--- config.mk ---
export PLATFORM = sky130hd
export DESIGN_NAME = tpi_pose_stack
export DESIGN_NICKNAME = d
export VERILOG_FILES = /design/src/hdl/tpi_pkg.sv /design/src/hdl/tpi_pose_cell.sv /design/src/hdl/tpi_pose_stack.sv
export SDC_FILE = /design/constraint.sdc
export NUM_CORES = 2
export LEC_CHECK = 0
export BUFFER_PORTS_ARGS = -buffer_cell sky130_fd_sc_hd__buf_4
export CAP_MARGIN = 10
export CORE_ASPECT_RATIO = 0.6
export CORE_UTILIZATION = 61
export DETAILED_ROUTE_END_ITERATION = 7
export GPL_TIMING_DRIVEN = 0
export HOLD_SLACK_MARGIN = 0.03
export PLACE_DENSITY = 0.82
export SETUP_SLACK_MARGIN = 0.05
export SLEW_MARGIN = 20
export SYNTH_ARGS = -nofsm -noshare
export SYNTH_HDL_FRONTEND = slang
export SYNTH_SLANG_ARGS = --single-unit
--- constraint.sdc ---
create_clock -name clk -period 92.6 [get_ports clk]
set_input_delay 4.63 -clock clk [delete_from_list [all_inputs] [get_ports clk]]
set_output_delay 4.63 -clock clk [all_outputs]
set_load 0.03 [all_outputs]
--- src/hdl/tpi_pkg.sv ---
// Package for the turtle path interpreter: constants, codes, types and the sine table.
package tpi_pkg;

  localparam int STACK_DEPTH        = 64;
  localparam int SINE_TABLE_ENTRIES = 1024;
  localparam int SINE_KW            = $clog2(SINE_TABLE_ENTRIES);
  localparam int SINE_QUARTER       = SINE_TABLE_ENTRIES / 4;
  localparam int STACK_CW           = $clog2(STACK_DEPTH + 1);

  localparam int POS_W   = 20;
  localparam int HEAD_W  = 16;
  localparam int STEP_W  = 12;
  localparam int TURN_W  = 16;
  localparam int MAG_W   = 15;
  localparam int TRIG_W  = MAG_W + 1;
  localparam int TRIG_FRAC = 14;
  localparam int PROD_W  = STEP_W + 1 + TRIG_W;
  localparam int DELTA_W = PROD_W - TRIG_FRAC;
  localparam int SYM_W   = 8;

  localparam int CFG_IDX_W  = 3;
  localparam int CFG_DATA_W = 20;

  localparam logic [CFG_IDX_W-1:0] REG_STEP_LENGTH   = 3'd0;
  localparam logic [CFG_IDX_W-1:0] REG_TURN_PLUS     = 3'd1;
  localparam logic [CFG_IDX_W-1:0] REG_TURN_MINUS    = 3'd2;
  localparam logic [CFG_IDX_W-1:0] REG_START_X       = 3'd3;
  localparam logic [CFG_IDX_W-1:0] REG_START_Y       = 3'd4;
  localparam logic [CFG_IDX_W-1:0] REG_START_HEADING = 3'd5;

  localparam logic [STEP_W-1:0]        RST_STEP_LENGTH   = 12'h280;
  localparam logic signed [TURN_W-1:0] RST_TURN_PLUS     = 16'sh061D;
  localparam logic signed [TURN_W-1:0] RST_TURN_MINUS    = 16'shF9E3;
  localparam logic signed [POS_W-1:0]  RST_START_X       = 20'sh08000;
  localparam logic signed [POS_W-1:0]  RST_START_Y       = 20'sh10000;
  localparam logic [HEAD_W-1:0]        RST_START_HEADING = 16'h7FF0;

  localparam logic signed [POS_W-1:0] POS_MAX = {1'b0, {(POS_W-1){1'b1}}};
  localparam logic signed [POS_W-1:0] POS_MIN = {1'b1, {(POS_W-1){1'b0}}};

  localparam logic [SYM_W-1:0] SYM_MOVE  = 8'h46;
  localparam logic [SYM_W-1:0] SYM_PLUS  = 8'h2B;
  localparam logic [SYM_W-1:0] SYM_MINUS = 8'h2D;
  localparam logic [SYM_W-1:0] SYM_PUSH  = 8'h5B;
  localparam logic [SYM_W-1:0] SYM_POP   = 8'h5D;

  localparam int OP_W = 3;
  localparam logic [OP_W-1:0] OP_NONE    = 3'd0;
  localparam logic [OP_W-1:0] OP_MOVE    = 3'd1;
  localparam logic [OP_W-1:0] OP_PUSH    = 3'd2;
  localparam logic [OP_W-1:0] OP_POP     = 3'd3;
  localparam logic [OP_W-1:0] OP_RESTART = 3'd4;

  localparam logic [1:0] KIND_NONE = 2'd0;
  localparam logic [1:0] KIND_LINE = 2'd1;
  localparam logic [1:0] KIND_MOVE = 2'd2;

  localparam logic [1:0] FAULT_OK    = 2'd0;
  localparam logic [1:0] FAULT_OVER  = 2'd1;
  localparam logic [1:0] FAULT_UNDER = 2'd2;

  typedef struct packed {
    logic signed [POS_W-1:0] y;
    logic signed [POS_W-1:0] x;
  } point_t;

  typedef struct packed {
    logic h_push;
    logic h_pop;
    logic p_push;
    logic p_pop;
  } stk_ctl_t;

  function automatic int sine_mag(input int k);
    longint unsigned p;
    longint unsigned q;
    longint unsigned t;
    longint unsigned u;
    longint unsigned a;
    longint unsigned s;
    p = (longint'(k) << 32) / SINE_TABLE_ENTRIES;
    q = (p >> 30) & 64'd3;
    t = p & 64'h3FFF_FFFF;
    if (q[0]) t = (64'd1 << 30) - t;
    u = (t * t) >> 30;
    a = 64'd172272;
    a = 64'd5026994 - ((u * a) >> 30);
    a = 64'd85569306 - ((u * a) >> 30);
    a = 64'd693598670 - ((u * a) >> 30);
    a = 64'd1686629713 - ((u * a) >> 30);
    s = (t * a) >> 30;
    return int'((s + (64'd1 << 15)) >> 16);
  endfunction

  typedef logic [MAG_W-1:0] sine_qtr_t [SINE_QUARTER];

  function automatic sine_qtr_t build_sine_qtr();
    sine_qtr_t tbl;
    for (int j = 0; j < SINE_QUARTER; j++) begin
      tbl[j] = MAG_W'(sine_mag(j));
    end
    return tbl;
  endfunction

  localparam sine_qtr_t SINE_QTR = build_sine_qtr();
  localparam logic [MAG_W-1:0] SINE_PEAK = MAG_W'(sine_mag(SINE_QUARTER));

  function automatic logic signed [TRIG_W-1:0] trig_value(input logic [SINE_KW-1:0] k);
    logic [1:0]         q;
    logic [SINE_KW-3:0] r;
    logic [SINE_KW-3:0] rf;
    logic [MAG_W-1:0]   mag;
    q  = k[SINE_KW-1 -: 2];
    r  = k[SINE_KW-3:0];
    rf = (~r) + {{(SINE_KW-3){1'b0}}, 1'b1};
    if (q[0] && (r == '0)) begin
      mag = SINE_PEAK;
    end else if (q[0]) begin
      mag = SINE_QTR[rf];
    end else begin
      mag = SINE_QTR[r];
    end
    if (q[1]) return -$signed({1'b0, mag});
    return $signed({1'b0, mag});
  endfunction

endpackage

--- src/hdl/tpi_pose_cell.sv ---
// One cell of the pose stack: a saved heading and point that shift with the neighbors.
module tpi_pose_cell
  import tpi_pkg::*;
(
  input  logic              clk,
  input  stk_ctl_t          ctl,
  input  logic [HEAD_W-1:0] h_above,
  input  logic [HEAD_W-1:0] h_below,
  input  point_t            p_above,
  input  point_t            p_below,
  output logic [HEAD_W-1:0] h_q,
  output point_t            p_q
);

  logic [HEAD_W-1:0] h_r;
  point_t            p_r;

  always_ff @(posedge clk) begin
    if (ctl.h_push) begin
      h_r <= h_above;
    end else if (ctl.h_pop) begin
      h_r <= h_below;
    end
  end

  always_ff @(posedge clk) begin
    if (ctl.p_push) begin
      p_r <= p_above;
    end else if (ctl.p_pop) begin
      p_r <= p_below;
    end
  end

  assign h_q = h_r;
  assign p_q = p_r;

endmodule

--- src/hdl/tpi_pose_stack.sv ---
// Shift stack of saved poses built from a row of pose cells; cell zero is the top.
module tpi_pose_stack
  import tpi_pkg::*;
(
  input  logic              clk,
  input  stk_ctl_t          ctl,
  input  logic [HEAD_W-1:0] h_push_val,
  input  point_t            p_push_val,
  output logic [HEAD_W-1:0] h_top,
  output point_t            p_top
);

  logic [HEAD_W-1:0] h_cell [STACK_DEPTH];
  point_t            p_cell [STACK_DEPTH];

  for (genvar i = 0; i < STACK_DEPTH; i++) begin : g_cell
    logic [HEAD_W-1:0] h_above;
    logic [HEAD_W-1:0] h_below;
    point_t            p_above;
    point_t            p_below;

    if (i == 0) begin : g_top
      assign h_above = h_push_val;
      assign p_above = p_push_val;
    end else begin : g_mid
      assign h_above = h_cell[i-1];
      assign p_above = p_cell[i-1];
    end

    if (i == STACK_DEPTH - 1) begin : g_bot
      assign h_below = '0;
      assign p_below = '0;
    end else begin : g_up
      assign h_below = h_cell[i+1];
      assign p_below = p_cell[i+1];
    end

    tpi_pose_cell u_cell (
      .clk     (clk),
      .ctl     (ctl),
      .h_above (h_above),
      .h_below (h_below),
      .p_above (p_above),
      .p_below (p_below),
      .h_q     (h_cell[i]),
      .p_q     (p_cell[i])
    );
  end

  assign h_top = h_cell[0];
  assign p_top = p_cell[0];

endmodule
==> summary.md <==
| Metric | Value |
|---|---|
| PortBufs | 114 |
| Max transition margin | 45.75% |
| Rows | 141 |
| WL final | 258600 microns |
| Initial antenna violation count | 2 |
| CTS hold repair buffers | 0 |
| Post-synth top area cell | edfxtp_1 |
| Worst-Margin Slew | 0.8138 ns |
| Max Clk Rate | 98.06 MHz |
| Fill cells | 14572 |
| Routed wire per std cell | 22.31 microns |
| CTS H-tree depth | 5 |
| Initial DRC Count | 5705 |
| Post-synth top area share | 71.03% |
| Seq pwr share | 57.6% |
| First-pass GRT wire length | 416400 microns |
| Core ar. | 246500 sq um |
| Clock skew | 0.03404 ns |
| Static Leak | 0.05923 uW |
| Syn_nets | 7630 |
| Setup TNS | 0 ns |
| Setup ws final | 82.40 ns |
| Via Count | 69264 |
| Reg clk slew, reported paths | 0.07 ns |
| Post-CTS Setup Bufs | 0 |
| DRC | 0 |
| Synth warn | 0 |
| CP Capture Type | flip-flop |
| Kind of start point of the critical path | input port |
| Drt first pass iters | 5 |
| Final Setup Violations | 0 |
| Sw power | 889.6 uW |
| Cts bufs inserted | 313 |
| Hold WC Path Type | flip-flop to flip-flop |
| Internal | 3142 uW |
| Starting Density | 61.48% |
| Gate Count Post-Synth | 7569 |
| GRT Util Overall | 20.61% |
| Synth cell types | 7 |
| Arrival time worst endpoint | 10.71 ns |
| Die ar. | 250500 sq um |
| Die width | 645.4 microns |
| Syn_area_per_cell | 20.02 sq um |
| Clk_lat worst skew | 0.86 ns |
| Largest net degree at the start of global routing | 69 |
| Routed vias/inst | 5.976 |
| Comb pwr share | 10.8% |
| Clk pwr share | 31.7% |
| Switching part of the total power | 22.06% |
| Crit path max fanout | 66 |
| CTS tree | done |
| Outcome | finished, final reports clean |
| Final period util | 11.01% |
| FF-to-FF Start | g_cell[34].u_cell.h_q[5]$_DFFE_PP_ |
| Worst setup path startpoint | ctl[1] |
| Minimum clock period | 10.20 ns |
| Worst Hold Launch | g_cell[63].u_cell.p_q[1]$_SDFFCE_PN0P_ |
| Synth Register Bits | 3584 |
| Share of layout cells above drive strength 1 | 54.51% |
| Clk root buf | clkbuf_16 |
| Vias in the first global route | 75102 |
| Sequential Area | 107600 sq um |
| Maxcap violations | 0 |
| RSZ-0062 raised after global routing | no |
| Worst path required time | 93.11 ns |
| Placer Congestion | 0.7393 |
| Largest cells by area after synthesis | edfxtp_1, mux2_2, buf_6, buf_2, and2_1 |
| Final Slew Violations | 0 |
| I/O pin total | 117 |
| Seq/Total Area, Yosys | 71.03% |
| Net count, final | 8129 |
| Remaining Overflow, GRT | 0 |
| Worst Setup Path Type | input port to flip-flop |
| Final Hold Viols | 0 |
| VDD IR-drop max | 19.83 uV |
| Mapped cell area | 151500 sq um |
| Die Y | 388.1 microns |
| ANT nets after route | 0 |
| DP Worst Slack | 81.40 ns |
| Cts repair resizes | 0 |
| Max Root-Sink Buffers | 4 |
| Sink Count | 3584 |
| Area Growth Syn to Fin | 10.84% |
| Post-DP HPWL | 177400 microns |
| Pwr/cell area | 24.01 nW/um^2 |
| Area occupied by multi-input gates | 40100 sq um |
cells by family after synthesis:
group                  count (synthesis)  share of synthesized area, %
DFF                                 3584                         71.03
muxes                               3528                         26.22
buffers and inverters                399                         2.511
and+or+nand+nor                       58                        0.2395
synth_stat cells:
master,number
buf_2,104
and2_1,56
mux2_2,3528
or2_2,2
edfxtp_1,3584
buf_6,290
clkbuf_1,5
stage by stage:
stage / total power [uW] / utilization (%) / std cells / hold slack (ns) / area [sq um]
3_3_place_gp: 2836 / 63.50 / 10972 / 0.5332 / 156500
6_report: 4032 / 68.14 / 11591 / 0.5433 / 167900
3_5_place_dp: 2787 / 64.20 / 11042 / 0.5359 / 158200
2_1_floorplan: 2706 / - / 7569 / 0.5201 / 151500
5_1_grt: 4186 / 68.14 / 11591 / 0.5632 / 167900
4_1_cts: 4061 / 68.14 / 11590 / 0.5499 / 167900
per-layer routing:
metal  part of all wire, %  GRT usage, %
met4                   1.7         4.142
met5                     0             0
met1                    48         32.31
met3                   4.2         2.831
met2                    46         31.23
cell usage in the layout, fill, tap and decap left out, drive strengths merged:
cell type  count
buf          578
clkinv       121
bufinv        22
clkbuf       395
mux2        3528
clkinvlp       8
and2          56
inv            7
edfxtp      3584
or2            2
diode          1
cell type report:
type / instances / share of cell area [%]
multi-input combinational: 3586 / 23.87
sequential: 3584 / 64.08
buffer: 399 / 2.266
timing repair buffer: 184 / 1.541
clock inverter: 158 / 0.7964
antenna: 1 / 0.001490
clock buffer: 390 / 4.988
tap: 3289 / 2.450
path summary, 6_finish.rpt:
| kind | endpoint | slack [ns] | cells past startpoint |
|---|---|---|---|
| worst max register to register | g_cell[35].u_cell.h_q[5]$_DFFE_PP_ | 91.58 | 1 |
| worst min-delay path | g_cell[62].u_cell.p_q[1]$_DFFE_PP_ | 0.54 | 1 |
| worst min register to register | g_cell[62].u_cell.p_q[1]$_DFFE_PP_ | 0.54 | 1 |
| worst max-delay path | g_cell[31].u_cell.p_q[39]$_DFFE_PP_ | 82.40 | 18 |
registers in the layout (all words and copies together) (netlist names):
name	count
g_cell.u_cell.p_q	2560
g_cell.u_cell.h_q	1024
worst max-delay path: stages:
cell	delay (ns)
buf_2	0.27
buf_2	0.37
buf_2	0.34
or2_4	0.72
buf_16	0.34
buf_16	0.30
buf_16	0.32
buf_12	0.29
buf_12	0.27
buf_12	0.25
buf_16	0.29
buf_12	0.28
buf_16	0.29
buf_12	0.26
buf_12	0.27
buf_16	0.32
buf_12	0.28
buf_16	0.31
power groups by stage:
stage	sequential (uW)	clock, uW	combinational, uW
2_1_floorplan	2360	0	344
3_3_place_gp	2440	0	393
3_5_place_dp	2350	0	434
4_1_cts	2320	1300	441
5_1_grt	2360	1360	471
6_report	2320	1280	434
No activity file was read; power rests on OpenSTA's default activity.
